[config.mk]
export PLATFORM = sky130hd
export DESIGN_NAME = nnrb_useq
export DESIGN_NICKNAME = d
export VERILOG_FILES = /design/src/design/nearest_neighbor_route_builder_assert.svh /design/src/design/nnrb_pkg.sv /design/src/design/nnrb_useq.sv
export SDC_FILE = /design/constraint.sdc
export NUM_CORES = 1
export LEC_CHECK = 0
export BUFFER_PORTS_ARGS = -buffer_cell sky130_fd_sc_hd__buf_2
export CAP_MARGIN = 20
export CORE_AREA = 2 2 39 41
export DETAILED_ROUTE_END_ITERATION = 12
export DIE_AREA = 0 0 41 43
export GPL_ROUTABILITY_DRIVEN = 0
export PLACE_DENSITY = 0.45
export SYNTH_ARGS = -nofsm -noshare
export SYNTH_HDL_FRONTEND = slang
export SYNTH_SLANG_ARGS = --single-unit
[constraint.sdc]
create_clock -name clk -period 1.5 [get_ports clk]
set_clock_uncertainty 0.15 [all_clocks]
set_input_delay 0.3 -clock clk [delete_from_list [all_inputs] [get_ports clk]]
set_output_delay 0.3 -clock clk [all_outputs]
set_load 0.05 [all_outputs]
[src/design/nearest_neighbor_route_builder_assert.svh]
// assertion macros used by the route builder datapath
`ifndef NEAREST_NEIGHBOR_ROUTE_BUILDER_ASSERT_SVH
`define NEAREST_NEIGHBOR_ROUTE_BUILDER_ASSERT_SVH

// same-cycle implication
`define NNRB_ASSERT_NOW(lbl, clk_s, rstn_s, ante, cons, msg) \
  lbl: assert property (@(posedge clk_s) disable iff (!rstn_s) (ante) |-> (cons)) \
    else $error(msg);

// next-cycle implication
`define NNRB_ASSERT_NEXT(lbl, clk_s, rstn_s, ante, cons, msg) \
  lbl: assert property (@(posedge clk_s) disable iff (!rstn_s) (ante) |=> (cons)) \
    else $error(msg);

`endif

[src/design/nnrb_pkg.sv]
`timescale 1ns / 1ps

package nnrb_pkg;

  localparam int NODE_W     = 5;
  localparam int VEH_W      = 3;
  localparam int DIST_W     = 16;
  localparam int NVEH_CFG_W = 4;
  localparam int NNOD_CFG_W = 5;
  localparam int CFG_DATA_W = 5;
  localparam int CFG_IDX_W  = 1;
  localparam int IN_DATA_W  = 32;
  localparam int OUT_DATA_W = 8;

  localparam logic [CFG_IDX_W-1:0] CFG_NUM_VEHICLES = 1'b0;
  localparam logic [CFG_IDX_W-1:0] CFG_NUM_NODES    = 1'b1;

  localparam logic CMD_LOAD = 1'b0;
  localparam logic CMD_RUN  = 1'b1;

  localparam logic [NVEH_CFG_W-1:0] NUM_VEHICLES_RST = 4'd2;
  localparam logic [NNOD_CFG_W-1:0] NUM_NODES_RST    = 5'd31;

  // datapath strobes from one control word
  typedef struct packed {
    logic acc_in;
    logic start_en;
    logic rd_en;
    logic cmp_en;
    logic emit_en;
  } ctl_t;

  // flags the sequencer branches on
  typedef struct packed {
    logic run_go;
    logic scan_more;
    logic out_busy;
    logic done;
  } status_t;

endpackage

[src/design/nnrb_useq.sv]
`timescale 1ns / 1ps

module nnrb_useq (
  input  logic             clk,
  input  logic             rst_n,
  input  nnrb_pkg::status_t status,
  output nnrb_pkg::ctl_t   ctl
);

  typedef enum logic [2:0] {
    ST_IDLE,
    ST_START,
    ST_RD,
    ST_CMP,
    ST_EMIT,
    ST_FIN
  } step_t;

  typedef enum logic [2:0] {
    COND_ALWAYS,
    COND_RUN_GO,
    COND_MORE,
    COND_OUT_BUSY,
    COND_DONE
  } cond_t;

  typedef struct packed {
    nnrb_pkg::ctl_t ctl;
    cond_t          cond;
    step_t          jmp;
    step_t          nxt;
  } uword_t;

  step_t  step_r;
  step_t  step_nxt;
  uword_t uw;
  logic   take;

  // control store
  function automatic uword_t ucode(step_t s);
    uword_t w;
    w = '{ctl: '0, cond: COND_ALWAYS, jmp: ST_IDLE, nxt: ST_IDLE};
    case (s)
      ST_IDLE: begin
        w.ctl.acc_in = 1'b1;
        w.cond       = COND_RUN_GO;
        w.jmp        = ST_START;
        w.nxt        = ST_IDLE;
      end
      ST_START: begin
        w.ctl.start_en = 1'b1;
        w.jmp          = ST_RD;
      end
      ST_RD: begin
        w.ctl.rd_en = 1'b1;
        w.jmp       = ST_CMP;
      end
      ST_CMP: begin
        w.ctl.cmp_en = 1'b1;
        w.cond       = COND_MORE;
        w.jmp        = ST_RD;
        w.nxt        = ST_EMIT;
      end
      ST_EMIT: begin
        w.ctl.emit_en = 1'b1;
        w.cond        = COND_OUT_BUSY;
        w.jmp         = ST_EMIT;
        w.nxt         = ST_FIN;
      end
      ST_FIN: begin
        w.cond = COND_DONE;
        w.jmp  = ST_IDLE;
        w.nxt  = ST_START;
      end
      default: begin
        w.jmp = ST_IDLE;
      end
    endcase
    return w;
  endfunction

  always_comb begin
    uw = ucode(step_r);
    case (uw.cond)
      COND_ALWAYS:   take = 1'b1;
      COND_RUN_GO:   take = status.run_go;
      COND_MORE:     take = status.scan_more;
      COND_OUT_BUSY: take = status.out_busy;
      COND_DONE:     take = status.done;
      default:       take = 1'b1;
    endcase
    step_nxt = take ? uw.jmp : uw.nxt;
    ctl      = uw.ctl;
  end

  always_ff @(posedge clk) begin
    if (!rst_n) begin
      step_r <= ST_IDLE;
    end else begin
      step_r <= step_nxt;
    end
  end

endmodule

==> results of run 1 <==
==> cells in the mapped netlist <==
cell type	n	share of area
buf_4	6	0.19
and3b_1	3	0.11
dfxtp_1	3	0.25
nor2_1	2	0.031
a32o_1	1	0.042
and2_1	1	0.026
buf_6	1	0.047
mux2i_1	1	0.042
nor3_1	1	0.021
nor3b_1	1	0.031
nor3b_2	1	0.052
nor4b_2	1	0.062
nor4bb_1	1	0.042
o21a_1	1	0.031
or2_0	1	0.026
==> through the flow <==
stage	worst slack, ns	utilization	std cells	cell area, um^2	setup TNS [ns]
2_1_floorplan	0.206	-	25	240	0
3_3_place_gp	0.0942	0.189	45	262	0
3_5_place_dp	0.0997	0.189	45	262	0
4_1_cts	-0.000911	0.235	49	325	-0.000966
5_1_grt	-0.0397	0.268	50	370	-0.0671
6_report	0.0236	0.268	50	370	0
==> worst max-delay path: cells and delay by family, from the launching register on <==
family | cells | cell delay, ns
DFF | 1 | 0.39
and+or+nand+nor | 1 | 0.22
buffers and inverters | 1 | 0.19
==> power by group through the flow <==
stage	clock (mW)	sequential [mW]	combinational, mW
after floorplan	0	0.0895	0.0960
after global placement	0	0.0998	0.0842
after detailed placement	0	0.100	0.0837
after CTS	0.148	0.102	0.0944
after global routing	0.161	0.103	0.120
final	0.142	0.101	0.112
==> placed cells by master (no fill, tap or decap), drive strengths merged <==
cell type and n:
and2 1, nor3b 2, buf 11, dfxtp 3, or2 1, mux2i 1, clkbuf 4, a32o 1
and3b 3, nor4b 1, o21a 1, dlymetal6s2s 1, nor4bb 1, nor3 1, nor2 2
==> timing repair <==
item,4_1_cts,5_1_grt
pin swaps,0,0
resized for setup,13,9
setup buffers,0,1
endpoints found under the setup margin,5,5
==> layer usage <==
layer  vias up  part of all wire
met5         -                 0
met2         4              0.59
li1        101                 -
met4         0                 0
met3         0             0.038
met1       100              0.37
==> cell families (layout without fill, tap and decap cells) <==
family          Yosys count  in the layout  synth area share
buf+inv                   7             16             0.234
mux                       1              1            0.0417
compound gates            2              2            0.0729
flops                     3              3             0.250
simple gates             12             12             0.401
==> layout make-up <==
type	instances	area, um^2	share of cell area
sequential	3	71.3	0.193
tap	16	20.0	0.0541
clock buffer	4	26.3	0.0709
timing repair buffer	12	101	0.274
multi-input combinational	15	151	0.409
==> worst paths after layout <==
check	startpoint	to	cells past startpoint
max	step_r[2]	ctl[0]	2
min	rst_n	step_r[2]	2
max reg2reg	step_r[0]	step_r[2]	3
min reg2reg	step_r[2]	step_r[1]	2
==> impl_metrics.tcl, run 1 <==
set metrics [dict create \
    drt_iter0_drc 1 \
    power_frac_seq 0.285 \
    hp-class "in -> reg" \
    die_x_um 41 \
    intPower_uw 238 \
    hold_viol_final 0 \
    cts_hold_buf 0 \
    grt_max_degree 11 \
    syn_area_um2 240 \
    worstPathMaxFanout 7 \
    worstSetupStartpointType "register" \
    cpPeakStageDelay_ns 0.39 \
    row_count 14 \
    critPathRequiredTime_ns 1.05 \
    rrSetupSlack_ns 0.27 \
    critPathArrivalTime_ns 1.03 \
    area_delta_synth_final_pct 54.2 \
    grtUsageMet1 0.0673 \
    antenna_cells 0 \
    rsz0062_at_grt "true" \
    final-setup-viol-count 0 \
    drt-total-wl_um 500 \
    pin_count 11 \
    num-fill-cells 150 \
    htreeDepth 1 \
    antenna_left 0 \
    slowest_stage "dfxtp_4" \
    drive_gt1_frac 0.676 \
    endpoint_kind "primary output" \
    grt_pass1_wl_um 717 \
    fin_crit_sh 0.984 \
    viasPerCell 4.10 \
    initial_core_util 0.174 \
    syn_avg_cell_area_um2 9.61 \
    cp_cell_sequence "nor3b_4 > buf_6" \
    first_pass_iters 3 \
    period_minus_slack_ns 1.48 \
    die-area_um2 1760 \
    vias 205 \
    cts_buffers 3 \
    antenna_found_initial 0 \
    p_clk_frac 0.399 \
    grt_use_total 0.0662 \
    regMostFlops "step_r" \
    top_regs "step_r: 3 flops" \
    use_met3 0.0314 \
    relSlewSlack 0.841 \
    max_freq_ghz 0.677 \
    wire_per_inst_um 10.0 \
    root_buffer "clkbuf_4" \
    power_uw 355 \
    clk_pin_slew_ns 0.04 \
    holdWs_ns 0.176 \
    p_comb_frac 0.316 \
    grt.busiest_layer "met2" \
    tightest_slew_ns 0.236 \
    p_per_area_nw_per_um2 959 \
    ys_seq_area_frac 0.250 \
    grt_overflow 0 \
    portBuffers 10 \
    clock_tree.buffer_depth 2 \
    leakage_nw 0.169 \
    cts_tree "yes" \
    status "finished, final reports clean" \
    synth_nets 31 \
    die_h_um 43 \
    fin_nets 41 \
    largest_register_ffs 3 \
    net-switching-power_uw 118 \
    slew_viol_final 0 \
    synth_cells 25 \
    grt_pass1_vias 181 \
    drv_cap 0 \
    drc 0 \
    synth_cell_type_count 15 \
    use_met2 0.0844 \
    clk_latency_ns 0.23 \
    crit_type "reg -> out" \
    cts_num_sinks 3 \
    switching_share 0.331 \
    coreArea_um2 1380 \
    ys_ff_latch 3 \
    yosysWarnings 0 \
    peakVddDrop_uv 302 \
]
Note: power is estimated with default switching activity, not from simulation.
==> inputs of run 2 (changes only) <==
--- a/config.mk
+++ b/config.mk
@@ -11,7 +11,7 @@
 export DETAILED_ROUTE_END_ITERATION = 12
 export DIE_AREA = 0 0 41 43
 export GPL_ROUTABILITY_DRIVEN = 0
-export PLACE_DENSITY = 0.45
+export PLACE_DENSITY = 0.36
 export SYNTH_ARGS = -nofsm -noshare
 export SYNTH_HDL_FRONTEND = slang
 export SYNTH_SLANG_ARGS = --single-unit
==> constraint.sdc (replaced) <==
create_clock -name clk -period 1.7 [get_ports clk]
set_clock_uncertainty 0.15 [all_clocks]
set_input_delay 0.34 -clock clk [delete_from_list [all_inputs] [get_ports clk]]
set_output_delay 0.34 -clock clk [all_outputs]
set_load 0.05 [all_outputs]
==> impl_metrics.tcl, run 2 (synthesized netlist as in run 1, its figures left out) <==
set metrics [dict create \
    clock_tree.buffer_depth 2 \
    cpPeakStageDelay_ns 0.36 \
    setup_tns_ns 0 \
    grt_pass1_vias 187 \
    die_h_um 43 \
    pin_count 11 \
    die_x_um 41 \
    cts_buffers 3 \
    grt_max_degree 11 \
    peakVddDrop_uv 253 \
    final_cell_mix "buf_2 (7), clkbuf_4 (5), and3b_1 (3), dfxtp_2 (3), nor2_1 (2)" \
    min_to "step_r[2]" \
    relSlewSlack 0.820 \
    rrSetupSlack_ns 0.61 \
    area_delta_synth_final_pct 21.4 \
    root_buffer "clkbuf_4" \
    critPathRequiredTime_ns 1.21 \
    row_count 14 \
    htreeDepth 1 \
    cts_tree "yes" \
    place_area_um2 254 \
    antenna_cells 0 \
    rsz0062_at_grt "false" \
    coreArea_um2 1380 \
    fin_nets 39 \
    grt_use_total 0.0792 \
    layout_commonest_cell "buf_2" \
    period_minus_slack_ns 1.58 \
    crit_type "reg -> out" \
    cts_hold_buf 0 \
    worstSetupStartpointType "register" \
    worstRegToRegCells 2 \
    dp_cells 44 \
    vias 188 \
    drc 0 \
    power_uw 288 \
    drt-total-wl_um 462 \
    initial_core_util 0.174 \
    grt_pass1_wl_um 807 \
    endpoint_kind "primary output" \
    wire_per_inst_um 9.63 \
    clk_latency_ns 0.23 \
    slew_viol_final 0 \
    hp-start "rst_n" \
    leakage_nw 0.133 \
    antenna_found_initial 0 \
    instances_no_fill 48 \
    critPathArrivalTime_ns 1.09 \
    viasPerCell 3.92 \
    p_per_area_nw_per_um2 988 \
    regMostFlops "step_r" \
    fin_crit_sh 0.927 \
    tightest_slew_ns 0.267 \
    first_pass_iters 2 \
    hold_depth 2 \
    slowest_stage "dfxtp_2" \
    cts_num_sinks 3 \
    hold_viol_final 0 \
    r2r-end "step_r[0]" \
    clk_pin_slew_ns 0.04 \
    portBuffers 10 \
    cp_cell_sequence "nor2_1 > and2_1 > clkbuf_4" \
    drt_iter0_drc 1 \
    antenna_left 0 \
    status "finished, final reports clean" \
    final_cell_area_um2 292 \
    drv_cap 0 \
    die-area_um2 1760 \
    worstPathMaxFanout 9 \
    grt_overflow 0 \
    top_regs "step_r: 3 flops" \
    max_freq_ghz 0.634 \
    drive_gt1_frac 0.563 \
    timing.rr.start "step_r[1]" \
    hp-class "in -> reg" \
    largest_register_ffs 3 \
    final-setup-viol-count 0 \
]
## run 2: cell count changes in the layout (fill, tap and decap cells not counted), moves of 2 or more
cell      change
buf_2         +2
nor3b_4       -2
buf_6         -3
dfxtp_4       -3
clkbuf_4      +2
dfxtp_2       +3
## run 2: worst max-delay path, delay by kind of cell, from the launching register on
family,cells,cell delay (ns)
flip-flops,1,0.36
buffers and inverters,1,0.22
AND/OR/NAND/NOR,2,0.28
## run 2: layer usage
metal  wire [um]  up-vias  part of all wire  track usage
li1            -       97                 -            -
met1         216       80              0.47       0.0865
met2         185        9              0.40       0.0781
met3          41        2             0.089       0.0628
met4          19        0             0.041        0.100
met5           0        -                 0            0
## run 2: worst max path at each step
| stage | startpoint | to | slack (ns) | cells after the start |
|---|---|---|---|---|
| 2_1_floorplan | step_r[0] | ctl[2] | 0.37 | 4 |
| 4_1_cts | step_r[2] | ctl[0] | 0.0009 | 2 |
| 6_report | step_r[0] | ctl[2] | 0.12 | 3 |
| 3_5_place_dp | step_r[0] | ctl[3] | 0.23 | 2 |
| 5_1_grt | step_r[0] | ctl[2] | 0.03 | 3 |
| 3_3_place_gp | step_r[0] | ctl[3] | 0.25 | 2 |
## run 2: area by class of cell
class,count,area (um^2)
Clock buffer,4,26.3
Fill cell,158,1090
Multi-Input combinational cell,15,124
Sequential cell,3,63.8
Tap cell,16,20.0
Timing Repair Buffer,10,57.6
## run 2: metrics by stage
| step | setup WS, ns | hold WS (ns) | util |
|---|---|---|---|
| after global routing | 0.0262 | 0.225 | 0.211 |
| after floorplan | 0.366 | 0.308 | - |
| after detailed placement | 0.230 | 0.421 | 0.184 |
| after global placement | 0.247 | 0.404 | 0.184 |
| final | 0.124 | 0.216 | 0.211 |
| after CTS | 0.000876 | 0.212 | 0.204 |
## run 2: repair_timing
item | in CTS | in global routing
resized for setup | 1 | 5
setup endpoints to repair | 1 | 4
setup buffers | 0 | 0
## run 2: power breakdown
part | internal [mW] | switching, mW
clock network | 0.0879 | 0.0359
logic | 0.0279 | 0.0473
registers | 0.0772 | 0.0116
==> inputs of run 3 (changes only) <==
==> constraint.sdc (replaced) <==
create_clock -name clk -period 1.6 [get_ports clk]
set_clock_uncertainty 0.15 [all_clocks]
set_input_delay 0.32 -clock clk [delete_from_list [all_inputs] [get_ports clk]]
set_output_delay 0.32 -clock clk [all_outputs]
set_load 0.05 [all_outputs]
==> impl_metrics.tcl, run 3 (synthesized netlist as in run 1, its figures left out) <==
set metrics [dict create \
    status "finished, final reports clean" \
    cpPeakStageDelay_ns 0.40 \
    slowest_stage "dfxtp_2" \
    cts_buffers 3 \
    antenna_cells 0 \
    max_freq_ghz 0.653 \
    worstRegToRegCells 2 \
    grt_use_total 0.0792 \
    first_pass_iters 2 \
    die-area_um2 1760 \
    antenna_found_initial 0 \
    wire_per_inst_um 9.63 \
    drv_cap 0 \
    peakVddDrop_uv 273 \
    rrSetupSlack_ns 0.50 \
    slew_viol_final 0 \
    rsz0062_at_grt "false" \
    regMostFlops "step_r" \
    largest_register_ffs 3 \
    worst_slack_ns 0.0687 \
    crit_family "flip-flops" \
    path_buf_inv 1 \
    holdWs_ns 0.196 \
    drive_gt1_frac 0.594 \
    fin_crit_sh 0.957 \
    pin_count 11 \
    hold_viol_final 0 \
    final_cell_mix "buf_2 (7), and3b_1 (3), clkbuf_4 (3), dfxtp_2 (3)" \
    row_count 14 \
    die_h_um 43 \
    worstPathMaxFanout 10 \
    htreeDepth 1 \
    coreArea_um2 1380 \
    setup_tns_ns 0 \
    critPathRequiredTime_ns 1.13 \
    p_per_area_nw_per_um2 1020 \
    crit_type "reg -> out" \
    clk_latency_ns 0.23 \
    period_minus_slack_ns 1.53 \
    seq_area_um2 63.8 \
    initial_core_util 0.174 \
    hp-start "rst_n" \
    grt_overflow 0 \
    worstSetupStartpointType "register" \
    drt-total-wl_um 462 \
    drt_iter0_drc 1 \
    cp_cell_sequence "and3b_1 > buf_2" \
    grt_pass1_vias 188 \
    leakage_nw 0.139 \
    viasPerCell 3.96 \
    num-fill-cells 157 \
    hp-class "in -> reg" \
    tightest_slew_ns 0.267 \
    clock_tree.buffer_depth 2 \
    cts_tree "yes" \
    layout_commonest_cell "buf_2" \
    grt_max_degree 11 \
    portBuffers 10 \
    vias 190 \
    path_depth 2 \
    final-setup-viol-count 0 \
    hold_depth 2 \
    die_x_um 41 \
    root_buffer "clkbuf_4" \
    clk_pin_slew_ns 0.04 \
    critPathArrivalTime_ns 1.06 \
    dp_cells 44 \
    post-place-ws_ns 0.150 \
    endpoint_kind "primary output" \
    area_delta_synth_final_pct 26.6 \
    top_regs "step_r: 3 flops" \
    grt_pass1_wl_um 807 \
    min_to "step_r[2]" \
    antenna_left 0 \
    timing.rr.start "step_r[1]" \
    cts_num_sinks 3 \
    relSlewSlack 0.820 \
    r2r-end "step_r[0]" \
    instances_no_fill 48 \
    post-route-util 0.220 \
    multi_input_area_um2 129 \
    drc 0 \
    fin_nets 39 \
]
run 3: changes by cell type in the layout (fill, tap and decap cells not counted), sizes merged:
cell / change
buf: +2
clkbuf: -2
run 3: area by class of cell:
type                            instances  share of cell area
Sequential cell                         3               0.210
Tap cell                               16              0.0658
Clock buffer                            4              0.0864
Multi-Input combinational cell         15               0.424
Timing Repair Buffer                   10               0.214
run 3: worst register-to-register path, delay by kind of cell (launching register included):
family / cells / cell delay [ns]
flops: 1 / 0.36
compound gates: 1 / 0.25
simple gates: 1 / 0.23
run 3: report_power, final:
group	internal [mW]	switching [mW]	total, mW
registers	0.0820	0.0124	0.0944
clock network	0.0934	0.0382	0.132
logic	0.0324	0.0508	0.0833
total	0.208	0.101	0.309
run 3: worst max-delay path by stage:
stage / from / end / slack [ns]
2_1_floorplan: step_r[0] / ctl[2] / 0.29
3_3_place_gp: step_r[0] / ctl[3] / 0.17
3_5_place_dp: step_r[0] / ctl[3] / 0.15
4_1_cts: step_r[0] / ctl[3] / 0.04
5_1_grt: step_r[0] / ctl[2] / 0.001
6_report: step_r[1] / ctl[1] / 0.07
run 3: per-layer routing:
metal  global-route usage  part of all wire  routed length (um)  up-vias
li1                     -                 -                   -       97
met1               0.0865              0.45                 206       82
met2               0.0781              0.42                 194        9
met3               0.0628             0.091                  42        2
met4                0.100             0.041                  19        0
met5                    0                 0                   0        -
run 3: per-stage QoR:
stage	power, mW	instance area (um^2)
after floorplan	0.174	240
after global placement	0.172	254
after detailed placement	0.172	254
after CTS	0.316	292
after global routing	0.334	304
final	0.309	304
run 3: repair_timing:
| item | in CTS | in global routing |
|---|---|---|
| cloned | 0 | 0 |
| pin swaps | 0 | 0 |
| gates resized for setup | 6 | 3 |
| endpoints found under the setup margin | 4 | 2 |
| setup buffers | 0 | 0 |
| hold buffers | 0 | 0 |
